### src/spot_pkg.sv
// Shared types and constants for the shape pair overlap test.
package spot_pkg;

	localparam int COORD_BITS_DEF = 16;
	localparam int TYPE_BITS      = 2;

	typedef enum logic [TYPE_BITS-1:0] {
		SHAPE_BOX   = 2'd0,
		SHAPE_LEFT  = 2'd1,
		SHAPE_RIGHT = 2'd2,
		SHAPE_OTHER = 2'd3
	} shape_type_t;

	typedef enum logic [1:0] {
		PAIR_NONE    = 2'd0,
		PAIR_BOX_BOX = 2'd1,
		PAIR_BOX_TRI = 2'd2
	} pair_kind_t;

	// control that travels down the pipe beside the data
	typedef struct packed {
		logic       valid;
		pair_kind_t kind;
		logic       box_hit;
	} spot_ctl_t;

endpackage

### src/spot_prep.sv
// Stage 1: pair classification, box extent tests, hypotenuse offsets.
module spot_prep import spot_pkg::*; #(
	parameter int COORD_BITS = COORD_BITS_DEF
) (
	input  logic                          clk,
	input  logic                          arst_n,
	input  logic                          en,
	input  logic                          in_valid,
	input  shape_type_t                   a_type,
	input  logic signed [COORD_BITS-1:0]  a_x,
	input  logic signed [COORD_BITS-1:0]  a_y,
	input  logic        [COORD_BITS-1:0]  a_w,
	input  logic        [COORD_BITS-1:0]  a_h,
	input  shape_type_t                   b_type,
	input  logic signed [COORD_BITS-1:0]  b_x,
	input  logic signed [COORD_BITS-1:0]  b_y,
	input  logic        [COORD_BITS-1:0]  b_w,
	input  logic        [COORD_BITS-1:0]  b_h,
	output spot_ctl_t                     ctl_s1,
	output logic signed [COORD_BITS+2:0]  dx_s1,
	output logic signed [COORD_BITS+2:0]  dy_s1,
	output logic        [COORD_BITS-1:0]  tri_w_s1,
	output logic        [COORD_BITS-1:0]  tri_h_s1
);

	localparam int EW = COORD_BITS + 3;

	logic signed [EW-1:0] ax2, ay2, bx2, by2;
	logic signed [EW-1:0] aw_e, ah_e, bw_e, bh_e;
	logic signed [EW-1:0] box_x2, box_y2, box_w, box_h, tri_x2, tri_y2;
	logic signed [EW-1:0] dx, dy;
	logic                 a_box, b_box, a_tri, b_tri, swap, tri_right, hit;
	pair_kind_t           kind;
	logic                 valid_q;
	pair_kind_t           kind_q;
	logic                 hit_q;

	assign ax2  = {{3{a_x[COORD_BITS-1]}}, a_x} <<< 1;
	assign ay2  = {{3{a_y[COORD_BITS-1]}}, a_y} <<< 1;
	assign bx2  = {{3{b_x[COORD_BITS-1]}}, b_x} <<< 1;
	assign by2  = {{3{b_y[COORD_BITS-1]}}, b_y} <<< 1;
	assign aw_e = {3'b000, a_w};
	assign ah_e = {3'b000, a_h};
	assign bw_e = {3'b000, b_w};
	assign bh_e = {3'b000, b_h};

	assign a_box = (a_type == SHAPE_BOX);
	assign b_box = (b_type == SHAPE_BOX);
	assign a_tri = (a_type == SHAPE_LEFT) || (a_type == SHAPE_RIGHT);
	assign b_tri = (b_type == SHAPE_LEFT) || (b_type == SHAPE_RIGHT);

	always_comb begin
		priority if (a_box && b_box) begin
			kind = PAIR_BOX_BOX;
		end else if ((a_box && b_tri) || (a_tri && b_box)) begin
			kind = PAIR_BOX_TRI;
		end else begin
			kind = PAIR_NONE;
		end
	end

	// touching edges count as overlap
	assign hit = !((ax2 - aw_e) > (bx2 + bw_e)) && !((bx2 - bw_e) > (ax2 + aw_e)) &&
		!((ay2 - ah_e) > (by2 + bh_e)) && !((by2 - bh_e) > (ay2 + ah_e));

	// triangle first: swap so the box side is always box_*
	assign swap      = a_tri;
	assign box_x2    = swap ? bx2  : ax2;
	assign box_y2    = swap ? by2  : ay2;
	assign box_w     = swap ? bw_e : aw_e;
	assign box_h     = swap ? bh_e : ah_e;
	assign tri_x2    = swap ? ax2  : bx2;
	assign tri_y2    = swap ? ay2  : by2;
	assign tri_right = swap ? (a_type == SHAPE_RIGHT) : (b_type == SHAPE_RIGHT);

	// left triangle: dx is negated, i.e. s*dx
	assign dx = tri_right ? (box_x2 + box_w - tri_x2) : (tri_x2 + box_w - box_x2);
	assign dy = box_y2 - box_h - tri_y2;

	always_ff @(posedge clk or negedge arst_n) begin
		if (!arst_n) begin
			valid_q <= 1'b0;
		end else if (en) begin
			valid_q <= in_valid;
		end
	end

	always_ff @(posedge clk) begin
		if (en && in_valid) begin
			kind_q   <= kind;
			hit_q    <= hit;
			dx_s1    <= dx;
			dy_s1    <= dy;
			tri_w_s1 <= swap ? a_w : b_w;
			tri_h_s1 <= swap ? a_h : b_h;
		end
	end

	assign ctl_s1 = '{valid: valid_q, kind: kind_q, box_hit: hit_q};

endmodule

### config.mk
export PLATFORM = sky130hd
export DESIGN_NAME = spot_prep
export DESIGN_NICKNAME = d
export VERILOG_FILES = /design/src/spot_pkg.sv /design/src/spot_prep.sv
export SDC_FILE = /design/constraint.sdc
export NUM_CORES = 1
export LEC_CHECK = 0
export BUFFER_PORTS_ARGS = -buffer_cell sky130_fd_sc_hd__buf_2
export CORE_AREA = 2 2 159 161
export CTS_CLUSTER_DIAMETER = 30
export DETAILED_ROUTE_END_ITERATION = 8
export DIE_AREA = 0 0 161 163
export MAX_ROUTING_LAYER = met4
export PLACE_DENSITY_LB_ADDON = 0.08
export SETUP_SLACK_MARGIN = 0.05
export SYNTH_ARGS = -nofsm -noshare
export SYNTH_HDL_FRONTEND = slang
export SYNTH_SLANG_ARGS = --single-unit
### constraint.sdc
create_clock -name clk -period 1 [get_ports clk]
set_input_delay 0.2 -clock clk [delete_from_list [all_inputs] [get_ports clk]]
set_output_delay 0.2 -clock clk [all_outputs]
set_load 0.01 [all_outputs]
==> results of run 1 <==
-- cells by family after synthesis --
| logic type | count (synthesis) | synth area share |
|---|---|---|
| xor+xnor | 151 | 0.0909 |
| simple gates | 457 | 0.149 |
| flops | 74 | 0.152 |
| buf+inv | 242 | 0.0652 |
| fa+ha+maj | 298 | 0.277 |
| mux | 81 | 0.0584 |
| compound gates | 460 | 0.207 |
-- through the flow --
stage / TNS [ns] / utilization
after detailed placement: -119.17 / 0.813
after CTS: -87.66 / 0.896
after floorplan: -112.85 / -
after global placement: -112.34 / 0.813
-- synth_stat cells, types with 4 or more instances --
master	instances
sky130_fd_sc_hd__mux2_2	31
sky130_fd_sc_hd__and2_1	8
sky130_fd_sc_hd__nand4_1	18
sky130_fd_sc_hd__clkbuf_1	42
sky130_fd_sc_hd__ha_1	258
sky130_fd_sc_hd__a211o_1	11
sky130_fd_sc_hd__nor4_1	8
sky130_fd_sc_hd__buf_1	9
sky130_fd_sc_hd__o21ai_0	112
sky130_fd_sc_hd__xor2_1	29
sky130_fd_sc_hd__nor2b_1	36
sky130_fd_sc_hd__mux2i_1	50
sky130_fd_sc_hd__o21bai_1	26
sky130_fd_sc_hd__o21a_1	35
sky130_fd_sc_hd__nor2_1	151
sky130_fd_sc_hd__a21oi_1	110
sky130_fd_sc_hd__o31a_1	8
sky130_fd_sc_hd__or4_1	5
sky130_fd_sc_hd__nor3b_1	5
sky130_fd_sc_hd__nor3_1	37
sky130_fd_sc_hd__o221ai_1	4
sky130_fd_sc_hd__inv_1	182
sky130_fd_sc_hd__a21o_1	58
sky130_fd_sc_hd__o41ai_1	11
sky130_fd_sc_hd__a221oi_1	9
sky130_fd_sc_hd__or3_1	15
sky130_fd_sc_hd__o211ai_1	7
sky130_fd_sc_hd__a211oi_1	15
sky130_fd_sc_hd__edfxtp_1	73
sky130_fd_sc_hd__fa_1	40
sky130_fd_sc_hd__xnor2_1	122
sky130_fd_sc_hd__and3_1	9
sky130_fd_sc_hd__a31oi_1	12
sky130_fd_sc_hd__o31ai_1	8
sky130_fd_sc_hd__nand2_1	111
sky130_fd_sc_hd__nand3_1	21
sky130_fd_sc_hd__nand2b_1	22
-- routing by layer --
metal,GRT overflow,track usage
met5,-,-
met4,125,0.941
met3,9,0.699
met2,253,1.03
met1,5,0.804
-- what timing repair did --
action | CTS
hold buffers | 1
gates cloned | 6
pin swaps | 125
hold endpoints to repair | 1
endpoints found under the setup margin | 143
resized for setup | 314
setup buffers | 58
==> reports/qor.txt, run 1 <==
Result of the run - did not finish
Stage at which the run stopped - global routing (5_1_grt)
Log Error - [ERROR GRT-0232] Routing congestion too high. Check the congestion heatmap in the GUI.
Post-synthesis net count - 2,197
Number of warnings issued by yosys - 0
Gr usage total - 0.864
Number of synthesized flops with an enable pin - 73
Largest cells by area after synthesis - sky130_fd_sc_hd__ha_1 22%, sky130_fd_sc_hd__edfxtp_1 15%, sky130_fd_sc_hd__xnor2_1 7.3%, sky130_fd_sc_hd__fa_1 5.5%, sky130_fd_sc_hd__inv_1 4.7%
Quantity of I/O buffers inserted on ports - 209
Top_reg_cell synth - sky130_fd_sc_hd__edfxtp_1
Type of pin the worst path ends at - register data pin
Residual overflow from global routing - 392
Height of the die - 163 um
Overall die width - 161 um
Synth top area share - 0.222
Number of placed I/O pins - 210
Clock Tree Buf Depth - 2
Synthesized area divided by synthesized cell count - 8.25 um2
Gate Count Post-Synth - 1,763
Post-synth ARST share - 0.0135
Worst slack after detailed placement - -3.24 ns
Cell area after placement - 20,100 um2
Initial cell density of the core - 0.589
Buffer type at the clock tree root - sky130_fd_sc_hd__clkbuf_16
Routability cong. - 1.04
Detailed placer's ending HPWL - 42,800 um
H-tree levels - 3
Worst endpoint from the post-global-route timing repair - hit_q$_DFFE_PP_/D
Clock tree sinks - 74
Synth Register Bits - 74
Maximum number of pins on one net before global-route repair - 43
Std cell rows - 58
Inserted Clock Buffers - 9
Distinct cells, synth - 69
Post-synthesis instance area - 14,500 um2
Yosys top cell by area - sky130_fd_sc_hd__ha_1
Sequential area share after synthesis - 0.152
Placed Cells - 2,774
==> run 2: changes to the inputs <==
==> config.mk (replaced) <==
export PLATFORM = sky130hd
export DESIGN_NAME = spot_prep
export DESIGN_NICKNAME = d
export VERILOG_FILES = /design/src/spot_pkg.sv /design/src/spot_prep.sv
export SDC_FILE = /design/constraint.sdc
export NUM_CORES = 1
export LEC_CHECK = 0
export BUFFER_PORTS_ARGS = -buffer_cell sky130_fd_sc_hd__buf_2
export CORE_AREA = 2 2 194 196
export DETAILED_ROUTE_END_ITERATION = 8
export DIE_AREA = 0 0 196 198
export PLACE_DENSITY_LB_ADDON = 0.15
export SYNTH_ARGS = -nofsm -noshare
export SYNTH_HDL_FRONTEND = slang
export SYNTH_SLANG_ARGS = --single-unit
==> reports/qor.txt, run 2 <==
DRC errors left - 0
Most common cell in the synthesized netlist - sky130_fd_sc_hd__ha_1
Count of final max-slew check failures - 0
Setup violators final - 142
Number of synthesized flops with an enable pin - 73
CP required - 1.14 ns
Number of warnings issued by yosys - 0
Crit-path max FO - 5
Overall power consumption - 0.0352 W
Hold Crit Depth - 2
Share of cells above drive strength 1 - 0.465
Leading cell type in the layout, fill and taps excluded - sky130_fd_sc_hd__buf_4
Nets - 3,009
Top post-synthesis cells by count - 258 x sky130_fd_sc_hd__ha_1, 182 x sky130_fd_sc_hd__inv_1, 151 x sky130_fd_sc_hd__nor2_1
Min-delay worst type - in2reg
Initial cell density of the core - 0.393
Number of max-cap violations - 0
Hold endpoint - valid_q$_DFFE_PN0P_
Worst rel slew slack - 0.652
Final critical path time including I/O delays and setup - 3.63 ns
Synth Register Bits - 74
Worst Min Path Start - in_valid
Power per standard cell area - 1480 nW/um2
Post-synthesis net count - 2,197
Count of final hold-check violations - 0
Clock latency on the worst-skew pair - 0.39 ns
VDD IR-drop max - 1.27 mV
Area of the core - 37,000 um2
Overall die width - 196 um
Number of placed I/O pins - 210
Worst Setup Path Type - in2reg
Gate Count Post-Synth - 1,763
Routed length per placed instance - 17.7 um
Result of the run - complete, but fails checks
Design Area, Final - 23,800 um2
Sequential area share after synthesis - 0.152
Top achievable clock speed - 275 MHz
Post-synthesis instance area - 14,500 um2
Total iterations of the first detailed-routing run - 5
Actual slew at the worst max-slew pin - 0.508 ns
FILL cells - 3,066
Std cell rows - 71
Violated checks - negative setup slack
Distinct cells, synth - 69
Vias per Instance - 5.18
Reg-to-reg critical path startpoint - valid_q$_DFFE_PN0P_
Top_reg_cell synth - sky130_fd_sc_hd__edfxtp_1
Buffer type at the clock tree root - sky130_fd_sc_hd__clkbuf_16
Residual overflow from global routing - 0
Static leakage - 11.6 nW
Inserted Clock Buffers - 9
Clock Tree Buf Depth - 2
Largest clock skew in the final design - 0 ns
Number of antenna violations at the first check in global routing - 1
Synth top area share - 0.222
Worst reg-to-reg path cell count - 1
Height of the die - 198 um
Top library cells by usage in the layout, fill and taps aside - 568 x sky130_fd_sc_hd__buf_4, 216 x sky130_fd_sc_hd__ha_1, 188 x sky130_fd_sc_hd__buf_2
Largest cells by area after synthesis - sky130_fd_sc_hd__ha_1 22%, sky130_fd_sc_hd__edfxtp_1 15%, sky130_fd_sc_hd__xnor2_1 7.3%, sky130_fd_sc_hd__fa_1 5.5%, sky130_fd_sc_hd__inv_1 4.7%
Capture instance of the worst register-to-register path - valid_q$_DFFE_PN0P_
Clock tree sinks - 74
Drt initial violations - 652
Setup slack after layout - -2.63 ns
FF-to-FF setup slack - 0.26 ns
CP startpoint kind - primary input
CTS tree - yes
Vias in the first global route - 15,739
Cell area after placement - 20,400 um2
Gr usage total - 0.270
H-tree levels - 3
Die ar. - 38,800 um2
Final routed wirelength across all metal layers - 53,900 um
Final worst-path cycle share - 3.63
Detailed placer's ending HPWL - 42,900 um
Clock-pin slew reported for the worst setup and hold paths after clock tree synthesis - 0.07 ns
Post-synth ARST share - 0.0135
Wire length of the first global-routing pass - 81,600 um
Quantity of I/O buffers inserted on ports - 209
Maximum number of pins on one net before global-route repair - 32
Category of the worst setup path capture point - flop
Routability cong. - 0.907
Signal arrival time at the worst endpoint - 3.77 ns
Antenna-violating nets left - 0
Area growth from synthesis to layout - 63.3%
Setup repair after global routing missed its margin - yes
Total number of vias - 15,820
Top Registers - dx_s1 x19, dy_s1 x19
Yosys top cell by area - sky130_fd_sc_hd__ha_1
Synthesized area divided by synthesized cell count - 8.25 um2
-- run 2: layer usage --
layer	global-route usage	wire length (um)	up-vias
li1	-	-	7888
met1	0.370	25100	7497
met2	0.437	24600	367
met3	0.0382	2750	68
met4	0.0906	1470	0
met5	0	0	-
-- run 2: worst max-delay path by stage --
stage	startpoint	endpoint	slack, ns	cells past startpoint
6_report	a_x[4]	hit_q$_DFFE_PP_	-2.63	15
2_1_floorplan	a_type[1]	dx_s1[15]$_DFFE_PP_	-2.91	18
5_1_grt	a_y[0]	hit_q$_DFFE_PP_	-2.78	21
4_1_cts	a_w[2]	hit_q$_DFFE_PP_	-2.66	17
3_3_place_gp	b_x[0]	hit_q$_DFFE_PP_	-3.48	21
3_5_place_dp	b_x[0]	hit_q$_DFFE_PP_	-3.54	21
-- run 2: area by class of cell --
type                    instances  area (um2)  share of cell area
multi-input cells            1447       13200               0.557
inverters                     182         721              0.0303
flip-flops and latches         74        2220              0.0933
clock inverters                 6        82.6             0.00348
repair buffers                861        6680               0.281
diodes                          1        2.50            0.000105
clock buffers                   9         225             0.00948
well taps                     474         593              0.0250
-- run 2: timing repair --
item	4_1_cts	5_1_grt
hold buffers	1	0
cloned	9	1
pin swaps	96	115
gates resized for setup	306	243
endpoints found under the setup margin	140	144
setup buffers	61	43
endpoints found under the hold margin	1	0
-- run 2: cells by family after synthesis --
logic type      count (synthesis)  synth area share
compound gates                460             0.207
xor+xnor                      151            0.0909
buf+inv                       242            0.0652
flops                          74             0.152
fa+ha+maj                     298             0.277
simple gates                  457             0.149
mux                            81            0.0584
-- run 2: critical path: stages --
cell	delay, ns
sky130_fd_sc_hd__buf_4	0.15
sky130_fd_sc_hd__ha_2	0.19
sky130_fd_sc_hd__or3_4	0.41
sky130_fd_sc_hd__nor3_4	0.25
sky130_fd_sc_hd__o311ai_4	0.13
sky130_fd_sc_hd__a221o_1	0.39
sky130_fd_sc_hd__a221o_1	0.39
sky130_fd_sc_hd__or4_1	0.50
sky130_fd_sc_hd__nand3_2	0.10
sky130_fd_sc_hd__ha_4	0.21
sky130_fd_sc_hd__a21o_1	0.17
sky130_fd_sc_hd__a221oi_2	0.24
sky130_fd_sc_hd__o21ai_2	0.12
sky130_fd_sc_hd__mux2i_4	0.25
sky130_fd_sc_hd__nor4_2	0.06
-- run 2: power by group --
group          switching (W)  internal, W
logic                 0.0130       0.0140
clock network        0.00158      0.00216
registers           0.000167      0.00434
total                 0.0147       0.0205
-- run 2: metrics by stage --
step	setup slack, ns	TNS [ns]	hold slack, ns	std cells	utilization
2_1_floorplan	-2.91	-112.85	-0.0956	1763	-
3_3_place_gp	-3.48	-117.87	-0.0258	2941	0.552
3_5_place_dp	-3.54	-119.12	-0.0233	2941	0.552
4_1_cts	-2.66	-89.55	0.0330	3023	0.610
5_1_grt	-2.78	-94.08	0.0629	3053	0.643
6_report	-2.63	-88.32	0.0566	3054	0.643
No activity file was read; power rests on OpenSTA's default activity.
